`src/hdl/ipv4_rhc_pkg.sv`:
```
`timescale 1ns / 1ps

package ipv4_rhc_pkg;

    // width of the saturating byte counter
    localparam int LENGTH_BITS = 16;
    localparam logic [LENGTH_BITS-1:0] COUNT_MAX = {LENGTH_BITS{1'b1}};

    // fixed header size in bytes
    localparam int HDR_BYTES = 20;
    localparam int POS_BITS  = 5;

    // header byte offsets
    localparam logic [POS_BITS-1:0] POS_VERSION   = POS_BITS'(0);
    localparam logic [POS_BITS-1:0] POS_LEN_HI    = POS_BITS'(2);
    localparam logic [POS_BITS-1:0] POS_LEN_LO    = POS_BITS'(3);
    localparam logic [POS_BITS-1:0] POS_PROTOCOL  = POS_BITS'(9);
    localparam logic [POS_BITS-1:0] POS_CSUM_HI   = POS_BITS'(10);
    localparam logic [POS_BITS-1:0] POS_CSUM_LO   = POS_BITS'(11);
    localparam logic [POS_BITS-1:0] POS_SRC_FIRST = POS_BITS'(12);
    localparam logic [POS_BITS-1:0] POS_SRC_LAST  = POS_BITS'(15);
    localparam logic [POS_BITS-1:0] POS_DST_FIRST = POS_BITS'(16);
    localparam logic [POS_BITS-1:0] POS_DST_LAST  = POS_BITS'(19);

    localparam logic [3:0] HDR_VERSION_V4 = 4'd4;

    // verdict codes
    localparam logic [2:0] STATUS_ACCEPT    = 3'd0;
    localparam logic [2:0] STATUS_TOO_SHORT = 3'd1;
    localparam logic [2:0] STATUS_BAD_HDR   = 3'd2;
    localparam logic [2:0] STATUS_BAD_CSUM  = 3'd3;
    localparam logic [2:0] STATUS_NOT_OURS  = 3'd4;

    typedef struct packed {
        logic [7:0] data_byte;
        logic       last_byte;
    } in_item_t;

    typedef struct packed {
        logic [2:0]  status;
        logic [7:0]  protocol;
        logic [31:0] source_ip;
        logic [15:0] payload_length;
    } out_item_t;

    // header state as it stands after the current byte
    typedef struct packed {
        logic [LENGTH_BITS-1:0] count;
        logic [15:0]            sum;
        logic [3:0]             version;
        logic [15:0]            total_length;
        logic [15:0]            checksum;
        logic [7:0]             protocol;
        logic [31:0]            src;
        logic [31:0]            dst;
    } hdr_t;

endpackage

```
`src/hdl/ipv4_rhc_parse.sv`:
```
`timescale 1ns / 1ps

module ipv4_rhc_parse
    import ipv4_rhc_pkg::*;
(
    input  logic     clk,
    input  logic     rst_n,
    input  logic     advance,
    input  in_item_t item,
    output hdr_t     hdr_next
);

    logic [LENGTH_BITS-1:0] count_reg;
    logic [15:0]            sum_reg;
    logic [7:0]             hold_reg;
    logic [3:0]             version_reg;
    logic [15:0]            total_reg;
    logic [15:0]            checksum_reg;
    logic [7:0]             protocol_reg;
    logic [31:0]            src_reg;
    logic [31:0]            dst_reg;

    logic [7:0]             hold_next;
    logic [POS_BITS-1:0]    pos;
    logic                   in_header;
    logic [16:0]            word_sum;
    logic [15:0]            folded_sum;

    assign in_header  = count_reg < LENGTH_BITS'(HDR_BYTES);
    assign pos        = count_reg[POS_BITS-1:0];
    assign word_sum   = {1'b0, sum_reg} + {1'b0, hold_reg, item.data_byte};
    // end-around carry
    assign folded_sum = word_sum[15:0] + 16'(word_sum[16]);

    always_comb
    begin
        hdr_next.count        = (count_reg == COUNT_MAX) ? count_reg : count_reg + 1'b1;
        hdr_next.sum          = sum_reg;
        hdr_next.version      = version_reg;
        hdr_next.total_length = total_reg;
        hdr_next.checksum     = checksum_reg;
        hdr_next.protocol     = protocol_reg;
        hdr_next.src          = src_reg;
        hdr_next.dst          = dst_reg;
        hold_next             = hold_reg;
        if (in_header)
        begin
            if (!pos[0])
            begin
                hold_next = item.data_byte;
            end
            else if (pos != POS_CSUM_LO)
            begin
                hdr_next.sum = folded_sum;
            end
            case (pos)
                POS_VERSION:  hdr_next.version = item.data_byte[7:4];
                POS_LEN_HI:   hdr_next.total_length = {item.data_byte, 8'h00};
                POS_LEN_LO:   hdr_next.total_length = {total_reg[15:8], item.data_byte};
                POS_PROTOCOL: hdr_next.protocol = item.data_byte;
                POS_CSUM_HI:  hdr_next.checksum = {item.data_byte, 8'h00};
                POS_CSUM_LO:  hdr_next.checksum = {checksum_reg[15:8], item.data_byte};
                default:      ;
            endcase
            if (pos inside {[POS_SRC_FIRST:POS_SRC_LAST]})
            begin
                hdr_next.src = {src_reg[23:0], item.data_byte};
            end
            else if (pos inside {[POS_DST_FIRST:POS_DST_LAST]})
            begin
                hdr_next.dst = {dst_reg[23:0], item.data_byte};
            end
        end
    end

    always_ff @(posedge clk or negedge rst_n)
    begin
        if (!rst_n)
        begin
            count_reg    <= '0;
            sum_reg      <= '0;
            hold_reg     <= '0;
            version_reg  <= '0;
            total_reg    <= '0;
            checksum_reg <= '0;
            protocol_reg <= '0;
            src_reg      <= '0;
            dst_reg      <= '0;
        end
        else if (advance)
        begin
            if (item.last_byte)
            begin
                // packet done, start fresh
                count_reg    <= '0;
                sum_reg      <= '0;
                hold_reg     <= '0;
                version_reg  <= '0;
                total_reg    <= '0;
                checksum_reg <= '0;
                protocol_reg <= '0;
                src_reg      <= '0;
                dst_reg      <= '0;
            end
            else
            begin
                count_reg    <= hdr_next.count;
                sum_reg      <= hdr_next.sum;
                hold_reg     <= hold_next;
                version_reg  <= hdr_next.version;
                total_reg    <= hdr_next.total_length;
                checksum_reg <= hdr_next.checksum;
                protocol_reg <= hdr_next.protocol;
                src_reg      <= hdr_next.src;
                dst_reg      <= hdr_next.dst;
            end
        end
    end

endmodule

```
`src/hdl/ipv4_rhc_verdict.sv`:
```
`timescale 1ns / 1ps

module ipv4_rhc_verdict
    import ipv4_rhc_pkg::*;
(
    input  hdr_t        hdr,
    input  logic [31:0] local_ip,
    output out_item_t   result
);

    logic [15:0] count_ext;

    assign count_ext = 16'(hdr.count);

    always_comb
    begin
        result = '0;
        if (count_ext < 16'(HDR_BYTES) || hdr.total_length < 16'(HDR_BYTES))
        begin
            result.status = STATUS_TOO_SHORT;
        end
        else if (hdr.version != HDR_VERSION_V4 || hdr.total_length > count_ext)
        begin
            result.status = STATUS_BAD_HDR;
        end
        else if (hdr.checksum != ~hdr.sum)
        begin
            result.status = STATUS_BAD_CSUM;
        end
        else if (hdr.dst != local_ip)
        begin
            result.status = STATUS_NOT_OURS;
        end
        else
        begin
            result.status         = STATUS_ACCEPT;
            result.protocol       = hdr.protocol;
            result.source_ip      = hdr.src;
            result.payload_length = hdr.total_length - 16'(HDR_BYTES);
        end
    end

endmodule

```
`src/hdl/ipv4_receive_header_check.sv`:
```
`timescale 1ns / 1ps
// result path: a byte transfer fills the input register, and the verdict of a last byte
//   is computed from there and captured in the result register, from which it transfers
// throughput: one byte per cycle, set by the single pass from input to result register;
//   a last byte waits only while a verdict sits stalled in the result register
// reset: rst_n clears all control and header state and local_ip to zero, no clearing pass
module ipv4_receive_header_check
    import ipv4_rhc_pkg::*;
(
    input  logic        clk,
    input  logic        rst_n,
    // byte stream side
    input  logic        byte_valid,
    output logic        byte_stall,
    input  in_item_t    byte_item,
    // verdict side
    output logic        result_valid,
    input  logic        result_stall,
    output out_item_t   result_item,
    // local address register
    input  logic        cfg_write,
    input  logic [31:0] cfg_data
);

    logic        in_valid_reg;
    in_item_t    in_item_reg;
    logic        out_valid_reg;
    out_item_t   out_item_reg;
    logic [31:0] local_ip_reg;

    logic        slot_free;
    logic        advance;
    hdr_t        hdr_next;
    out_item_t   verdict_next;

    // result register can take a new verdict this cycle
    assign slot_free  = !out_valid_reg || !result_stall;
    // plain bytes always move on; a last byte waits for room in the result register
    assign advance    = in_valid_reg && (!in_item_reg.last_byte || slot_free);
    // the input register refills whenever its content moves on or it is empty
    assign byte_stall = in_valid_reg && !advance;

    always_ff @(posedge clk or negedge rst_n)
    begin
        if (!rst_n)
        begin
            in_valid_reg <= 1'b0;
        end
        else if (!byte_stall)
        begin
            in_valid_reg <= byte_valid;
        end
    end

    always_ff @(posedge clk)
    begin
        if (!byte_stall)
        begin
            in_item_reg <= byte_item;
        end
    end

    // per-packet header capture and checksum sum
    ipv4_rhc_parse u_parse (
        .clk      (clk),
        .rst_n    (rst_n),
        .advance  (advance),
        .item     (in_item_reg),
        .hdr_next (hdr_next)
    );

    // checks in priority order on the state after the last byte
    ipv4_rhc_verdict u_verdict (
        .hdr      (hdr_next),
        .local_ip (local_ip_reg),
        .result   (verdict_next)
    );

    always_ff @(posedge clk or negedge rst_n)
    begin
        if (!rst_n)
        begin
            local_ip_reg <= '0;
        end
        else if (cfg_write)
        begin
            local_ip_reg <= cfg_data;
        end
    end

    // result register, held while the far side stalls
    always_ff @(posedge clk or negedge rst_n)
    begin
        if (!rst_n)
        begin
            out_valid_reg <= 1'b0;
        end
        else if (advance && in_item_reg.last_byte)
        begin
            out_valid_reg <= 1'b1;
        end
        else if (!result_stall)
        begin
            out_valid_reg <= 1'b0;
        end
    end

    always_ff @(posedge clk)
    begin
        if (advance && in_item_reg.last_byte)
        begin
            out_item_reg <= verdict_next;
        end
    end

    assign result_valid = out_valid_reg;
    assign result_item  = out_item_reg;

endmodule
```
`config.mk`:
```
export PLATFORM = sky130hd
export DESIGN_NAME = ipv4_receive_header_check
export DESIGN_NICKNAME = d
export VERILOG_FILES = /design/src/hdl/ipv4_rhc_pkg.sv /design/src/hdl/ipv4_rhc_parse.sv /design/src/hdl/ipv4_rhc_verdict.sv /design/src/hdl/ipv4_receive_header_check.sv
export SDC_FILE = /design/constraint.sdc
export NUM_CORES = 1
export LEC_CHECK = 0
export ABC_AREA = 1
export BUFFER_PORTS_ARGS = -buffer_cell sky130_fd_sc_hd__buf_2
export CORE_UTILIZATION = 25
export DETAILED_ROUTE_END_ITERATION = 10
export GPL_ROUTABILITY_DRIVEN = 1
export MAX_ROUTING_LAYER = met4
export PLACE_DENSITY = 0.42
export SYNTH_ARGS = -nofsm -noshare
export SYNTH_HDL_FRONTEND = slang
export SYNTH_SLANG_ARGS = --single-unit
```
`constraint.sdc`:
```
create_clock -name clk -period 3.93 [get_ports clk]
set_input_delay 0.786 -clock clk [delete_from_list [all_inputs] [get_ports clk]]
set_output_delay 0.786 -clock clk [all_outputs]
set_load 0.05 [all_outputs]
```
==> run_results.csv <==
group,metric,value,unit
worst_setup_path,rrSetupSlack,-0.26,ns
timing,slew_headroom,32.1,%
placed_design,postPlaceCellArea,0.0167,mm^2
clock_tree,clk_latency,0.59,ns
run_status,violations,"negative setup slack",
route,avgViaCountPerCell,4.59,
global_routing,grt_max_degree,93,
finish,design_area,0.0187,mm^2
floorplanning,initial_utilization,25.5,%
synthesis,async_reset_ff_share,72.8,%
synthesis,ys_seq_area_share,46.6,%
worst_setup_path,cp.required,4.36,ns
global_routing,grt_pass1_wl,71300,um
worst_setup_path,slowest_stage,"edfxtp_1",
worst_setup_path,arrival,4.62,ns
clock_tree,clockRootBuffer,"clkbuf_16",
synthesis,synth_warnings,0,
placed_design,place_inst,2682,
placed_design,dp_hpwl,32400,um
finish,largest_reg_flops,59,
global_routing,grt_pass1_vias,12766,
floorplanning,fp.coreArea,0.0555,mm^2
clock_tree,clk_pin_slew,0.06,ns
timing,tightest_slew,1.02,ns
finish,final_cell_count_no_fill,2767,
hold_path,hold_class,"in -> async",
global_routing,grt_antenna_before_repair,0,
timing,fin_crit,4.19,ns
clock_tree,htree_levels,1,
worst_setup_path,worstSetupPathType,"reg -> reg",
synthesis,ys.flop_type,"dfrtp_1",
global_routing,grt_usage,16.2,%
placed_design,place_ws,-0.544,ns
worst_setup_path,crit_path_end_kind,"flip-flop",
worst_setup_path,reg2regPathDepth,33,
finish,diodes,0,
finish,area_growth,32.2,%
power,power_density,446,mW/mm^2
floorplanning,die_x,240,um
synthesis,avgSynthCellArea,8.20,um^2
job,drv_cap,0,
timing,fmax,0.239,GHz
route,vias,12696,
floorplanning,fp-row-count,86,
timing,fin_ws,-0.257,ns
finish,fin_nets,2085,
worst_setup_path,r2r_end,"result_item[5]$_SDFFCE_PP0P_",
clock_tree,cts_tree,"done",
clock_tree,cts_hold_buf,0,
synthesis,synth_nets,1814,
power,p_comb_share,30.5,%
clock_tree,clockBufferDepth,3,
worst_setup_path,worstPathMaxFanout,8,
timing,skew,0.0187,ns
worst_setup_path,startpoint_type,"flip-flop",
floorplanning,pin_count,107,
run_status,outcome,"finished with violations",
finish,drive_gt1_share,27.1,%
worst_setup_path,critPathMostFrequentCell,"buf_4",
power,vdd_drop_max,0.303,mV
timing,setup_tns,-8.36,ns
synthesis,synth_edf_count,68,
power,p_int,5.49,mW
synthesis,ys_ff_latch,250,
power,total_power,8.36,mW
placed_design,place_congestion,0.858,
power,p_leak,8.82,nW
synthesis,syn_inst,1727,
synthesis,synth.distinct_cells,50,
timing,finalCritPeriodShare,107,%
route,ant_nets,0,
power,pwr-share-seq,35.1,%
floorplanning,dieArea,0.0576,mm^2
clock_tree,numCtsBuffers,30,
power,p_sw_share,34.3,%
power,p_clk_share,34.4,%
clock_tree,cts.sinks,250,
worst_setup_path,r2r_start,"in_item_reg[7]$_DFFE_PN_",
timing,slew_viol_final,0,
synthesis,netlist_area,0.0142,mm^2
worst_setup_path,slowest_delay,0.52,ns
floorplanning,dieHeight,240,um
route,dr.pass1.iters,5,
timing,setup_viol,57,
timing,rsz0062_at_grt,"true",
power,power.switching,2.86,mW
route,routedWlPerCell,16.3,um
global_routing,grt_overflow,0,
timing,hold_viol_final,0,
route,wirelength,45100,um
route,drc_errors,0,
route,drt_iter0_markers,819,
placed_design,io_buffers,106,
## cells in the final DEF, fill, tap and decap left out, drive strengths merged, types with 2 or more instances in the layout
master and n:
o22ai 132, clkbuf 39, nor4 3, nand4 16
nor2 91, bufinv 4, inv 270, a21oi 33
nand3 96, xor2 43, a22oi 3, ha 40
dfrtp 182, clkinv 10, a31oi 3, edfxtp 68
nand3b 3, o2111ai 2, or2 7, mux2 19
nor3 73, o21ai 138, o21bai 2, a22o 3
buf 304, nand2 426
## stage by stage
stage / hold slack (ns) / util, %
after floorplan: 0.448 / -
after global placement: 0.463 / 30.0
after detailed placement: 0.469 / 30.0
after CTS: 0.343 / 32.9
after global routing: 0.364 / 33.7
final: 0.307 / 33.7
## kinds of logic after synthesis
kind of cell / after synthesis / synth area share (%)
compound gates: 322 / 13.3
flops: 250 / 46.6
simple gates: 716 / 22.9
fa+ha+maj: 41 / 3.67
xor+xnor: 43 / 2.66
buf+inv: 336 / 9.42
mux: 19 / 1.51
## cells in the mapped netlist, types with 4 or more instances
library cell / n / area share [%]
buf_2: 13 / 0.46
buf_6: 5 / 0.40
nand4_1: 16 / 0.71
mux2_2: 19 / 1.5
ha_1: 40 / 3.5
nor3_1: 34 / 1.2
o21ai_1: 9 / 0.32
buf_4: 5 / 0.26
nor2_2: 4 / 0.18
o22ai_1: 132 / 5.8
dfrtp_1: 182 / 32
edfxtp_1: 68 / 14
or2_2: 4 / 0.18
xor2_1: 43 / 2.7
o21ai_2: 9 / 0.56
nand3_1: 94 / 3.3
nor2_1: 86 / 2.3
o21ai_0: 120 / 4.2
inv_1: 261 / 6.9
a21oi_1: 30 / 1.1
clkbuf_1: 44 / 1.2
nand2_1: 423 / 11
nor3_2: 39 / 2.8
inv_2: 7 / 0.19
## metal layers
layer	part of all wire (%)	routed length [um]	global-route usage (%)
met3	3.9	1770	1.99
met5	0	0	-
met4	2.0	903	3.55
met1	46	20600	21.1
met2	48	21800	26.9
## how the worst max path moves through the flow
stage	cells after the start	startpoint	endpoint	slack, ns
5_1_grt	32	u_parse.sum_reg[0]$_DFFE_PN0P_	result_item[5]$_SDFFCE_PP0P_	-0.45
3_5_place_dp	27	in_item_reg[1]$_DFFE_PN_	result_item[26]$_SDFFCE_PP0P_	-0.54
3_3_place_gp	29	in_item_reg[7]$_DFFE_PN_	result_item[26]$_SDFFCE_PP0P_	-0.39
6_report	33	in_item_reg[7]$_DFFE_PN_	result_item[5]$_SDFFCE_PP0P_	-0.26
4_1_cts	31	in_item_reg[1]$_DFFE_PN_	result_item[47]$_SDFFCE_PP0P_	-0.24
2_1_floorplan	28	in_item_reg[1]$_DFFE_PN_	result_item[2]$_SDFFCE_PP0P_	0.12
## layout make-up
| type | count | area, um^2 |
|---|---|---|
| Clock buffer | 37 | 797 |
| Clock inverter | 16 | 200 |
| Fill cell | 5866 | 36800 |
| Inverter | 269 | 1010 |
| Multi-Input combinational cell | 1141 | 6960 |
| Sequential cell | 250 | 6600 |
| Tap cell | 748 | 936 |
| Timing Repair Buffer | 306 | 2230 |
## critical path: cells and delay by family (launching register included)
| family | cells | cell delay, ns |
|---|---|---|
| AOI/OAI and AO/OA | 1 | 0.18 |
| DFF | 1 | 0.52 |
| and+or+nand+nor | 18 | 1.38 |
| adders and majority gates | 1 | 0.22 |
| buffers and inverters | 13 | 1.70 |
## power groups by stage
stage	registers, mW	logic, mW	clock network, mW
after floorplan	3.02	1.33	0
after global placement	2.96	2.35	0
after detailed placement	2.97	2.35	0
after CTS	2.93	2.44	2.95
after global routing	2.95	2.85	3.05
final	2.93	2.55	2.88
## what timing repair did
action,in CTS,in global routing
pin swaps,19,42
buffers inserted,20,10
setup endpoints to repair,59,59
cloned,3,1
resized for setup,86,76
hold endpoints to repair,0,0
Note: power is estimated with default switching activity, not from simulation.
